`config.mk`:
```
export PLATFORM = sky130hd
export DESIGN_NAME = lep_ram
export DESIGN_NICKNAME = d
export VERILOG_FILES = /design/src/rtl/core/lep_ram.sv
export SDC_FILE = /design/constraint.sdc
export NUM_CORES = 2
export LEC_CHECK = 0
export CORE_MARGIN = 3
export CORE_UTILIZATION = 50
export DETAILED_ROUTE_END_ITERATION = 16
export DONT_BUFFER_PORTS = 1
export PLACE_DENSITY = 0.68
export RECOVER_POWER = 25
export SLEW_MARGIN = 30
export SYNTH_ARGS = -nofsm -noshare
export SYNTH_HDL_FRONTEND = slang
export SYNTH_SLANG_ARGS = --single-unit
```
`constraint.sdc`:
```
create_clock -name clk -period 8.75 [get_ports clk]
set_clock_uncertainty 0.05 [all_clocks]
set_input_delay 0.4375 -clock clk [delete_from_list [all_inputs] [get_ports clk]]
set_output_delay 0.4375 -clock clk [all_outputs]
set_load 0.02 [all_outputs]
```
`src/rtl/core/lep_ram.sv`:
```
// Generic single-write, single-read RAM with registered read data.
module lep_ram #(
  parameter int WIDTH = 32,
  parameter int DEPTH = 64,
  localparam int AW = (DEPTH > 1) ? $clog2(DEPTH) : 1
) (
  input  logic             clk,
  input  logic             we,
  input  logic [AW-1:0]    waddr,
  input  logic [WIDTH-1:0] wdata,
  input  logic [AW-1:0]    raddr,
  output logic [WIDTH-1:0] rdata
);

  logic [WIDTH-1:0] mem_r [DEPTH];
  logic [WIDTH-1:0] rdata_r;

  always_ff @(posedge clk) begin
    if (we) begin
      mem_r[waddr] <= wdata;
    end
    rdata_r <= mem_r[raddr];
  end

  assign rdata = rdata_r;

endmodule

```
==> results_dict.tcl <==
set metrics [dict create \
    cts_buffers 196 \
    drc 0 \
    grt_pass1_wl_microns 268100 \
    ant_nets 0 \
    arrival_ns 4.54 \
    fin_ws_ns 4.792 \
    hold_end "rdata[4]" \
    post_cts_buffers 0 \
    max_freq_mhz 252.7 \
    finalHoldViolCount 0 \
    p_seq_share_pct 55.2 \
    wire_per_inst_microns 32.69 \
    grt_max_degree 514 \
    path_buf_inv 3 \
    p_leak_nw 27.14 \
    rsz0062_at_grt "false" \
    holdPathStages 3 \
    clock-sinks 2080 \
    synth_top_family_by_area "multiplexers" \
    async_flop_share_pct 0 \
    crit_slowest_cell "o32ai_1" \
    max_stage_delay_ns 1.00 \
    hp-class "input pin to flip-flop" \
    max_slew_margin_pct -99.61 \
    clkTransAtPathRegs_ns 0.06 \
    clockPowerShare_pct 40.7 \
    violations "max-capacitance violations, max-slew violations" \
    cts_tree "done" \
    dp_slack_ns 5.740 \
    synthMuxAreaShare_pct 16.79 \
    reg2reg_from "mem_r[39][8]" \
    fin_util_pct 56.96 \
    reg2reg_depth 5 \
    cp_max_fo 121 \
    synth_top_area_share_pct 78.33 \
    gp_congestion 0.7957 \
    synth.ff_latch_count 2080 \
    synth_fa_ha_area_share_pct 0 \
    synth_edf_count 2048 \
    h-tree-depth 4 \
    ys.flop_type "edfxtp_1" \
    hold_start "raddr[5]" \
    core.rowCount 144 \
    drive_gt1_share_pct 26.56 \
    drtIter0Drc 4810 \
    worst_pin_slew_ns 2.994 \
    cp_top_family "buffers and inverters" \
    clk-insertion-delay-late_ns 0.81 \
    fin_crit_ns 3.958 \
    dieArea_sq_um 161800 \
    p_int_mw 16.09 \
    syn-instance-count 3324 \
    synth_nets 3370 \
    synthSimpleGateAreaFrac_pct 1.265 \
    area_growth_pct 12.40 \
    overflow 0 \
    dr.pass1.iters 7 \
    outcome "finished, violations left" \
    p_per_area_nw_per_um2 228.5 \
    grt_usage_pct 23.23 \
    wl_microns 186100 \
    syn_area_sq_um 78520 \
    finalMaxSlewViolations 1625 \
    syn_area_per_cell_sq_um 23.62 \
    endpoint_kind "flip-flop" \
    crit_type "input pin to flip-flop" \
    switching_share_pct 20.21 \
    die_h_microns 402.3 \
    io_pins 78 \
    tns_ns 0 \
    core_sq_um 154900 \
    ys_warn_count 0 \
    yosys-top-cells-count "2,048 x edfxtp_1, 544 x mux4_2, 137 x nor2_1" \
    worstPathRequired_ns 9.34 \
    synthXorXnorAreaFrac_pct 0 \
    maxCapViolations 25 \
    cp_cell_sequence "buf_16 -> buf_16 -> buf_16 -> mux4_2 -> mux2i_1 -> nor2_1 -> o32ai_1 -> nor3_1" \
    finalCritPeriodShare_pct 45.23 \
    p_switching_mw 4.076 \
    die_w_microns 402.3 \
    viasPerCell 6.377 \
    cts_root_buffer "clkbuf_16" \
    ys_types 34 \
    reg2reg_to "rdata[8]" \
    reg2reg_slack_ns 6.34 \
    yosysTopAreaCell "edfxtp_1" \
    antenna_found_initial 9 \
    startpoint_type "input pin" \
    initial_utilization_pct 50.67 \
    grt_pass1_vias 36430 \
    place_hpwl_microns 90570 \
    power_frac_comb_pct 4.2 \
    synthTopCellsByArea "edfxtp_1 78%, mux4_2 16%, mux2i_1 1.2%" \
    yosysSeqAreaShare_pct 79.14 \
    p_total_mw 20.16 \
    synth_compound_area_share_pct 1.673 \
    setup-violations-final 0 \
    port_buffers 0 \
    synth_most_common_cell "edfxtp_1" \
    num_vias 36310 \
    peakVddDrop_mv 0.2245 \
    nNetsFinal 3537 \
    crit_top_cell "buf_16" \
    clk_path_buf_depth 3 \
]
==> through the flow <==
| stage | hold WS [ns] | cells | area [sq um] |
|---|---|---|---|
| after global placement | 0.4945 | 5260 | 81220 |
| after global routing | 0.05197 | 5691 | 88250 |
| after floorplan | 0.4864 | 3324 | 78520 |
| final | 0.08743 | 5693 | 88250 |
| after CTS | 0.005834 | 5684 | 88700 |
| after detailed placement | 0.4947 | 5262 | 81280 |
==> cells in the final DEF, fill, tap and decap left out, drive strengths merged, types with 5 or more instances in the layout <==
cell type	count
nor3	7
nand2	26
clkinv	67
nand3b	5
a21oi	62
mux4	544
edfxtp	2048
a311oi	8
o22ai	84
bufinv	14
buf	89
dlygate4sd3	37
dfxtp	32
nand2b	8
clkbuf	287
nor2	137
nor2b	15
a22oi	12
inv	5
mux2i	93
o221ai	27
nand3	5
or3b	5
==> cells by family (layout without fill, tap and decap cells) <==
family	after synthesis	in the layout
other	0	4
multiplexers	637	637
flip-flops	2080	2080
AND/OR/NAND/NOR	223	223
buffers and inverters	182	503
AO/OA/AOI/OAI	202	202
==> worst min-delay path: cells and delay by family <==
kind / cells / cell delay, ns
AOI/OAI and AO/OA: 1 / 0.08
and+or+nand+nor: 2 / 0.36
==> timing repair <==
item	in CTS	in global routing
resized for setup	0	0
hold buffers	70	0
hold endpoints to repair	2077	0
==> sequential cells by signal, indices dropped and copies added, names as in the netlist <==
name   cells
rdata     32
mem_r   2048
==> routing by layer <==
metal | vias to the layer above | global-route usage, % | share of wire, %
li1 | 14590 | - | -
met1 | 19560 | 34.30 | 40
met2 | 1867 | 35.30 | 47
met3 | 290 | 5.116 | 10
met4 | 6 | 6.890 | 2.8
met5 | - | 0 | 0.023
==> how the worst max path moves through the flow <==
stage	end	cells after the start	start	slack, ns
2_1_floorplan	mem_r[48][0]	4	waddr[3]	5.10
3_3_place_gp	rdata[8]	6	raddr[1]	5.78
3_5_place_dp	rdata[17]	6	raddr[1]	5.74
4_1_cts	rdata[28]	8	raddr[4]	6.29
5_1_grt	rdata[22]	9	raddr[0]	4.56
6_report	rdata[8]	8	raddr[0]	4.79
==> final cells by class <==
class,count,area [sq um]
Timing Repair Buffer,151,1425
Clock inverter,90,783.3
Sequential cell,2080,62140
Antenna cell,4,10.01
Tap cell,2044,2557
Clock buffer,262,5366
Fill cell,10950,66700
Multi-Input combinational cell,1062,15970
==> power groups by stage <==
stage	sequential, mW	clock (mW)	combinational [mW]
detailed placement	11.3	0	0.572
CTS	11.1	8.33	0.796
finish	11.1	8.20	0.841
global route	11.1	8.73	0.887
floorplan	11.3	0	0.536
global placement	11.3	0	0.568
Note: power is estimated with default switching activity, not from simulation.
