## src/rtl/core/lep_pkg.sv

```systemverilog
// Shared constants, types and register map of the Lorenz particle stepper.
package lep_pkg;

  localparam int MAX_PARTICLES = 64;
  localparam int IDX_W = 6;
  localparam int CNT_W = 7;
  localparam int RAM_AW = (MAX_PARTICLES > 1) ? $clog2(MAX_PARTICLES) : 1;

  localparam int POS_W = 32;
  localparam int COEF_W = 23;
  localparam int DT_W = 24;
  localparam int CNT_CFG_W = 7;

  // Shared multiplier: signed 33 x 33 -> 66
  localparam int MUL_W = POS_W + 1;
  localparam int PROD_W = 2 * MUL_W;

  localparam int FRAC_SH = 16;
  localparam int DERIV_W = 48;
  localparam int DT_SPLIT = 25;
  localparam int DT_SH = 24;
  localparam int DT_HI_W = DERIV_W - DT_SPLIT;
  localparam int DT_LO_P_W = DT_SPLIT + DT_W;
  localparam int DT_HI_P_W = DT_HI_W + DT_W;
  localparam int ACC_W = DT_HI_P_W + DT_SPLIT;
  localparam int SUM_W = DERIV_W + 1;

  localparam int DATA_W = 32;
  localparam int ADDR_W = 5;
  localparam int REG_IDX_W = ADDR_W - 2;

  localparam logic [REG_IDX_W-1:0] REG_SIGMA = 3'd0;
  localparam logic [REG_IDX_W-1:0] REG_RHO = 3'd1;
  localparam logic [REG_IDX_W-1:0] REG_BETA = 3'd2;
  localparam logic [REG_IDX_W-1:0] REG_STEP = 3'd3;
  localparam logic [REG_IDX_W-1:0] REG_ACTIVE = 3'd4;

  localparam logic [COEF_W-1:0] SIGMA_RST = 23'd655360;
  localparam logic [COEF_W-1:0] RHO_RST = 23'd1835008;
  localparam logic [COEF_W-1:0] BETA_RST = 23'd174763;
  localparam logic [DT_W-1:0] STEP_RST = 24'd16777;
  localparam logic [CNT_CFG_W-1:0] ACTIVE_RST = 7'd20;

  localparam logic REQ_LOAD = 1'b0;
  localparam logic REQ_TICK = 1'b1;

  typedef logic signed [POS_W-1:0] coord_t;
  typedef logic signed [MUL_W-1:0] mul_op_t;
  typedef logic signed [PROD_W-1:0] prod_t;

  typedef struct packed {
    coord_t x;
    coord_t y;
    coord_t z;
  } pos_t;

  typedef struct packed {
    logic esc;
    pos_t pos;
  } slot_t;

  typedef struct packed {
    logic [COEF_W-1:0] sigma;
    logic [COEF_W-1:0] rho;
    logic [COEF_W-1:0] beta;
    logic [DT_W-1:0]   dt;
  } coef_t;

  typedef struct packed {
    logic done;
    logic ovf;
  } step_sts_t;

endpackage

```

## src/rtl/core/lep_mul.sv

```systemverilog
// Shared signed multiplier with a registered product.
module lep_mul (
  input  logic            clk,
  input  lep_pkg::mul_op_t a,
  input  lep_pkg::mul_op_t b,
  output lep_pkg::prod_t   p
);

  lep_pkg::prod_t p_r;

  always_ff @(posedge clk) begin
    p_r <= a * b;
  end

  assign p = p_r;

endmodule

```

## src/rtl/core/lep_step.sv

```systemverilog
// Sequencer that advances one particle by one Euler step on the shared multiplier.
module lep_step (
  input  logic               clk,
  input  logic               rst_n,
  input  logic               start,
  input  lep_pkg::pos_t      pos_in,
  input  lep_pkg::coef_t     coef,
  output lep_pkg::pos_t      pos_out,
  output lep_pkg::step_sts_t sts
);

  typedef enum logic [7:0] {
    ST_IDLE = 8'b0000_0001,
    ST_DA   = 8'b0000_0010,
    ST_DB   = 8'b0000_0100,
    ST_DC   = 8'b0000_1000,
    ST_SL   = 8'b0001_0000,
    ST_SH   = 8'b0010_0000,
    ST_SA   = 8'b0100_0000,
    ST_SUM  = 8'b1000_0000
  } step_state_t;

  typedef enum logic [1:0] {
    AX_X = 2'd0,
    AX_Y = 2'd1,
    AX_Z = 2'd2
  } axis_t;

  localparam lep_pkg::coord_t POS_MAX = {1'b0, {(lep_pkg::POS_W-1){1'b1}}};
  localparam lep_pkg::coord_t POS_MIN = {1'b1, {(lep_pkg::POS_W-1){1'b0}}};

  step_state_t state_r, state_nxt;
  axis_t       axis_r, axis_nxt;
  lep_pkg::pos_t cur_r, cur_nxt;
  lep_pkg::pos_t res_r, res_nxt;
  logic signed [lep_pkg::DERIV_W-1:0] d_r, d_nxt;
  logic signed [lep_pkg::DERIV_W-1:0] t_r, t_nxt;
  logic signed [lep_pkg::DERIV_W-1:0] step_r, step_nxt;
  logic [lep_pkg::DT_LO_P_W-1:0] lo_r, lo_nxt;
  logic ovf_r, ovf_nxt;
  logic done_r, done_nxt;

  lep_pkg::mul_op_t mul_a, mul_b;
  lep_pkg::prod_t   prod;
  logic signed [lep_pkg::DERIV_W-1:0] prod_sh;
  logic signed [lep_pkg::ACC_W-1:0]   acc;
  lep_pkg::coord_t base;
  logic signed [lep_pkg::SUM_W-1:0]   sum;
  logic [lep_pkg::SUM_W-lep_pkg::POS_W:0] sum_hi;
  lep_pkg::coord_t sat;
  logic sat_ovf;

  function automatic lep_pkg::mul_op_t sx_pos(lep_pkg::coord_t v);
    return {{(lep_pkg::MUL_W-lep_pkg::POS_W){v[lep_pkg::POS_W-1]}}, v};
  endfunction

  function automatic lep_pkg::mul_op_t zx_coef(logic [lep_pkg::COEF_W-1:0] v);
    return {{(lep_pkg::MUL_W-lep_pkg::COEF_W){1'b0}}, v};
  endfunction

  lep_mul u_mul (
    .clk (clk),
    .a   (mul_a),
    .b   (mul_b),
    .p   (prod)
  );

  // Q16.16 product back to Q16.16, floor
  assign prod_sh = $signed(prod[lep_pkg::FRAC_SH +: lep_pkg::DERIV_W]);

  // Recombine the two partial products of deriv * dt
  assign acc = $signed({prod[lep_pkg::DT_HI_P_W-1:0], {lep_pkg::DT_SPLIT{1'b0}}})
             + $signed({{(lep_pkg::ACC_W-lep_pkg::DT_LO_P_W){1'b0}}, lo_r});

  always_comb begin
    case (axis_r)
      AX_X:    base = cur_r.x;
      AX_Y:    base = cur_r.y;
      default: base = cur_r.z;
    endcase
  end

  // sign-extend both terms explicitly so a negative step stays negative
  assign sum = {{(lep_pkg::SUM_W-lep_pkg::POS_W){base[lep_pkg::POS_W-1]}}, base}
             + {{(lep_pkg::SUM_W-lep_pkg::DERIV_W){step_r[lep_pkg::DERIV_W-1]}}, step_r};
  assign sum_hi = sum[lep_pkg::SUM_W-1:lep_pkg::POS_W-1];

  always_comb begin
    sat_ovf = 1'b0;
    sat = sum[lep_pkg::POS_W-1:0];
    if (!((&sum_hi) || !(|sum_hi))) begin
      sat_ovf = 1'b1;
      sat = sum[lep_pkg::SUM_W-1] ? POS_MIN : POS_MAX;
    end
  end

  // Multiplier operand selection
  always_comb begin
    mul_a = '0;
    mul_b = '0;
    unique case (state_r)
      ST_DA: begin
        case (axis_r)
          AX_X: begin
            mul_a = zx_coef(coef.sigma);
            mul_b = sx_pos(cur_r.y) - sx_pos(cur_r.x);
          end
          AX_Y: begin
            mul_a = sx_pos(cur_r.x);
            mul_b = zx_coef(coef.rho) - sx_pos(cur_r.z);
          end
          default: begin
            mul_a = sx_pos(cur_r.x);
            mul_b = sx_pos(cur_r.y);
          end
        endcase
      end
      ST_DB: begin
        mul_a = zx_coef(coef.beta);
        mul_b = sx_pos(cur_r.z);
      end
      ST_SL: begin
        mul_a = {{(lep_pkg::MUL_W-lep_pkg::DT_SPLIT){1'b0}}, d_r[lep_pkg::DT_SPLIT-1:0]};
        mul_b = {{(lep_pkg::MUL_W-lep_pkg::DT_W){1'b0}}, coef.dt};
      end
      ST_SH: begin
        mul_a = {{(lep_pkg::MUL_W-lep_pkg::DT_HI_W){d_r[lep_pkg::DERIV_W-1]}},
                 d_r[lep_pkg::DERIV_W-1:lep_pkg::DT_SPLIT]};
        mul_b = {{(lep_pkg::MUL_W-lep_pkg::DT_W){1'b0}}, coef.dt};
      end
      default: ;
    endcase
  end

  always_comb begin
    state_nxt = state_r;
    axis_nxt  = axis_r;
    cur_nxt   = cur_r;
    res_nxt   = res_r;
    d_nxt     = d_r;
    t_nxt     = t_r;
    step_nxt  = step_r;
    lo_nxt    = lo_r;
    ovf_nxt   = ovf_r;
    done_nxt  = 1'b0;
    unique case (state_r)
      ST_IDLE: begin
        if (start) begin
          cur_nxt   = pos_in;
          axis_nxt  = AX_X;
          ovf_nxt   = 1'b0;
          state_nxt = ST_DA;
        end
      end
      ST_DA: state_nxt = ST_DB;
      ST_DB: begin
        case (axis_r)
          AX_X: begin
            d_nxt     = prod_sh;
            state_nxt = ST_SL;
          end
          AX_Y: begin
            d_nxt = prod_sh
                  - {{(lep_pkg::DERIV_W-lep_pkg::POS_W){cur_r.y[lep_pkg::POS_W-1]}}, cur_r.y};
            state_nxt = ST_SL;
          end
          default: begin
            // hold x*y while beta*z goes through the multiplier
            t_nxt     = prod_sh;
            state_nxt = ST_DC;
          end
        endcase
      end
      ST_DC: begin
        d_nxt     = t_r - prod_sh;
        state_nxt = ST_SL;
      end
      ST_SL: state_nxt = ST_SH;
      ST_SH: begin
        lo_nxt    = prod[lep_pkg::DT_LO_P_W-1:0];
        state_nxt = ST_SA;
      end
      ST_SA: begin
        step_nxt  = acc[lep_pkg::ACC_W-1:lep_pkg::DT_SH];
        state_nxt = ST_SUM;
      end
      ST_SUM: begin
        ovf_nxt = ovf_r | sat_ovf;
        case (axis_r)
          AX_X: begin
            res_nxt.x = sat;
            axis_nxt  = AX_Y;
            state_nxt = ST_DA;
          end
          AX_Y: begin
            res_nxt.y = sat;
            axis_nxt  = AX_Z;
            state_nxt = ST_DA;
          end
          default: begin
            res_nxt.z = sat;
            done_nxt  = 1'b1;
            state_nxt = ST_IDLE;
          end
        endcase
      end
      default: state_nxt = ST_IDLE;
    endcase
  end

  always_ff @(posedge clk) begin
    if (!rst_n) begin
      state_r <= ST_IDLE;
      axis_r  <= AX_X;
      ovf_r   <= 1'b0;
      done_r  <= 1'b0;
    end else begin
      state_r <= state_nxt;
      axis_r  <= axis_nxt;
      ovf_r   <= ovf_nxt;
      done_r  <= done_nxt;
    end
  end

  always_ff @(posedge clk) begin
    cur_r  <= cur_nxt;
    res_r  <= res_nxt;
    d_r    <= d_nxt;
    t_r    <= t_nxt;
    step_r <= step_nxt;
    lo_r   <= lo_nxt;
  end

  assign pos_out = res_r;
  assign sts = '{done: done_r, ovf: ovf_r};

endmodule

```

## config.mk

```make
export PLATFORM = sky130hd
export DESIGN_NAME = lep_step
export DESIGN_NICKNAME = d
export VERILOG_FILES = /design/src/rtl/core/lep_pkg.sv /design/src/rtl/core/lep_mul.sv /design/src/rtl/core/lep_step.sv
export SDC_FILE = /design/constraint.sdc
export NUM_CORES = 2
export LEC_CHECK = 0
export ABC_CLOCK_PERIOD_IN_PS = 29600
export BUFFER_PORTS_ARGS = -buffer_cell sky130_fd_sc_hd__buf_2
export CORE_MARGIN = 3
export CORE_UTILIZATION = 42
export CTS_BUF_LIST = sky130_fd_sc_hd__clkbuf_8
export CTS_CLUSTER_DIAMETER = 30
export DETAILED_ROUTE_END_ITERATION = 12
export GPL_ROUTABILITY_DRIVEN = 0
export MAX_ROUTING_LAYER = met4
export PLACE_DENSITY = 0.64
export SLEW_MARGIN = 10
export SYNTH_ARGS = -nofsm -noshare
export SYNTH_HDL_FRONTEND = slang
export SYNTH_SLANG_ARGS = --single-unit
```

## constraint.sdc

```tcl
create_clock -name clk -period 29.6 [get_ports clk]
set_clock_uncertainty 0.05 [all_clocks]
set_input_delay 4.44 -clock clk [delete_from_list [all_inputs] [get_ports clk]]
set_output_delay 4.44 -clock clk [all_outputs]
set_load 0.05 [all_outputs]
```

==> impl_metrics.ini <==
[drt]
post-route-drc-count = 0
dr.pass1.iters = 8
vias = 53580
antenna_left = 0
vias_per_cell = 5.755
drt_iter0_drc = 5486
routedWlPerCell_um = 24.05
drt-total-wl_um = 223900

[worst_setup_path]
cp_common_cell = fa_1
crit_path_max_fanout = 16
critPathKind = in2reg
cp.arrival_ns = 16.34
critPathSlowestCell = nor4b_1
crit_start = coef[52]
critPathMaxStageDelay_ns = 1.02
rrSetupSlack_ns = 17.01
crit_required_ns = 30.20
r2r_cells = 39
worstSetupEndpointType = flop
setup.worst_path.end = u_mul.p[61]$_DFF_P_
r2r_start = cur_r[1]$_DFFE_PP_
r2r_end = u_mul.p[61]$_DFF_P_
worstSetupStartpointType = input pin

[clocking]
cts_root_buf = clkbuf_8
ctsResizeCount = 0
postCtsSetupRepairBufs = 0
cts_made_buffers = 101
path_clk_slew_ns = 0.06
clock_latency_ns = 0.75
cts_hold_buf = 0
cts_tree = built
clock_path_buffers = 3
clock-sinks = 437
cts-htree-levels = 3

[floorplanning]
rows = 144
die_h_um = 400.6
die_w_um = 400.6
ios = 290
start_util = 0.4236
fp.dieArea_mm2 = 0.1605
core_area_mm2 = 0.1544

[logic_synthesis]
async_flop_share = 0
syn_nets = 8740
synth_flop_cell = edfxtp_1
ys.warnings.count = 0
synth-seq-cells = 437
synth_top_cells_by_area = fa_1, edfxtp_1, ha_1
yosys.area.top_type = fa_1
seq_area_frac_synth = 0.1890
synth_top_area_share = 0.3400
synthCells = 7004
syn_area_mm2 = 0.06541
avgSynthCellArea_um2 = 9.339
synth_cell_types = 91
synth.most_common_cell = inv_1
netlist_top_cells_count = inv_1, nand2_1, fa_1
synth_edf_count = 361

[global_routing]
overflow = 0
grt_max_degree = 64
track_usage = 0.2847
grt_pass1_vias = 54210
grt_pass1_wl_um = 337000
antenna_found_initial = 12

[placed_design]
pre_cts_ws_ns = 13.35
hpwl_um = 178800
port_buffers = 289

[timing]
final_max_slew_viol_count = 0
rsz0062_at_grt = false
finalCriticalPeriod_ns = 15.75
setup_slack_ns = 13.85
tightestPinTransition_ns = 1.257
final-setup-viol-count = 0
finalHoldViolCount = 0
slew_headroom = 0.1533
fin_tns_setup_ns = 0
max_freq_mhz = 63.51
min_period_over_period = 0.5320

[cells_and_area]
area_growth_pct = 9.405
drive_gt1_frac = 0.09232
multiInputGateArea_mm2 = 0.04764
area.sequential_mm2 = 0.01237
utilization = 0.4635
fillCellCount = 14610
final_net_count = 8908

[pwr]
p_leak_nw = 32.56
powerDensity_mw_per_mm2 = 31.17
max-vdd-ir-drop_v = 0.00003358

[min_path]
min_path_type = reg2reg
holdPathStages = 0

[flow_run]
maxCapViolCount = 0

[outcome]
status = finished, final reports clean
-- critical path, delay by kind of cell --
kind	cells	cell delay, ns
compound gates	20	5.21
fa+ha+maj	10	4.61
simple gates	2	1.13
buf+inv	5	0.60
xor+xnor	2	0.33
-- layer usage --
layer	up-vias	routed length, um	track usage
li1	23000	-	-
met1	26990	87170	0.3652
met2	2961	101400	0.4358
met3	626	22080	0.05241
met4	0	13280	0.1384
met5	-	0	-
-- sequential cells by signal (all words and copies together), names as in the netlist --
signal and count:
lo_r 25, ovf_r 1, cur_r 96, step_r 48, state_r 8, t_r 48
d_r 48, axis_r 2, u_mul.p 64, done_r 1, pos_out 96
-- layout by cell type (no fill, tap or decap), drive strengths merged, types with 50 or more instances in the layout --
cell type / netlist / layout
inv: 1159 / 1179
nand2: 1144 / 1144
fa: 1111 / 1111
ha: 433 / 433
buf: 37 / 405
edfxtp: 361 / 361
a21oi: 334 / 334
nor2: 307 / 307
o21ai: 255 / 255
xnor2: 210 / 210
a21o: 168 / 168
and2: 116 / 116
clkbuf: 303 / 104
xor2: 83 / 83
dfxtp: 76 / 76
nand3: 74 / 74
mux2i: 66 / 66
nor3: 62 / 62
a211oi: 57 / 57
nand2b: 50 / 50
-- power breakdown --
group / internal, W / leakage [nW] / switching, W / total (W)
clock: 0.000467 / 1.18 / 0.000320 / 0.000787
sequential: 0.000703 / 3.98 / 0.0000611 / 0.000765
combinational: 0.000233 / 27.4 / 0.000446 / 0.000679
-- cells by family (layout without fill, tap and decap cells) --
family                   Yosys count  in the layout  synth area share
AO/OA/AOI/OAI                   1192           1192            0.1200
XOR/XNOR                         293            293           0.03923
adder cells (fa/ha/maj)         1544           1544            0.4228
buffers and inverters           1500           1753           0.08663
flip-flops                       437            437            0.1890
multiplexers                      66             66           0.01010
other                              0              9                 0
AND/OR/NAND/NOR                 1972           1972            0.1322
-- final cells by class --
class / instances / area share
Multi-Input combinational cell: 5067 / 0.6657
Sequential cell: 437 / 0.1728
Inverter: 1160 / 0.06084
Tap cell: 2044 / 0.03574
Timing Repair Buffer: 405 / 0.03238
Clock buffer: 104 / 0.02000
Clock inverter: 84 / 0.01217
Antenna cell: 9 / 0.0003147
-- metrics by stage --
step	cells	area, um^2	power [W]	hold slack (ns)
floorplan	7004	65410	0.001180	0.3503
global placement	9113	69240	0.001419	0.3584
detailed placement	9113	69240	0.001428	0.3593
CTS	9301	71540	0.002217	0.3680
global route	9307	71560	0.002321	0.3766
finish	9310	71560	0.002231	0.3646
-- worst min-delay path by stage --
stage                  startpoint             endpoint  slack, ns
3_3_place_gp   lo_r[24]$_DFFE_PN_  step_r[0]$_DFFE_PP_       0.36
6_report       lo_r[24]$_DFFE_PN_  step_r[0]$_DFFE_PP_       0.36
5_1_grt        lo_r[24]$_DFFE_PN_  step_r[0]$_DFFE_PP_       0.38
2_1_floorplan  lo_r[24]$_DFFE_PN_  step_r[0]$_DFFE_PP_       0.35
4_1_cts        lo_r[24]$_DFFE_PN_  step_r[0]$_DFFE_PP_       0.37
3_5_place_dp   lo_r[24]$_DFFE_PN_  step_r[0]$_DFFE_PP_       0.36
(Power assumes the default switching activity.)
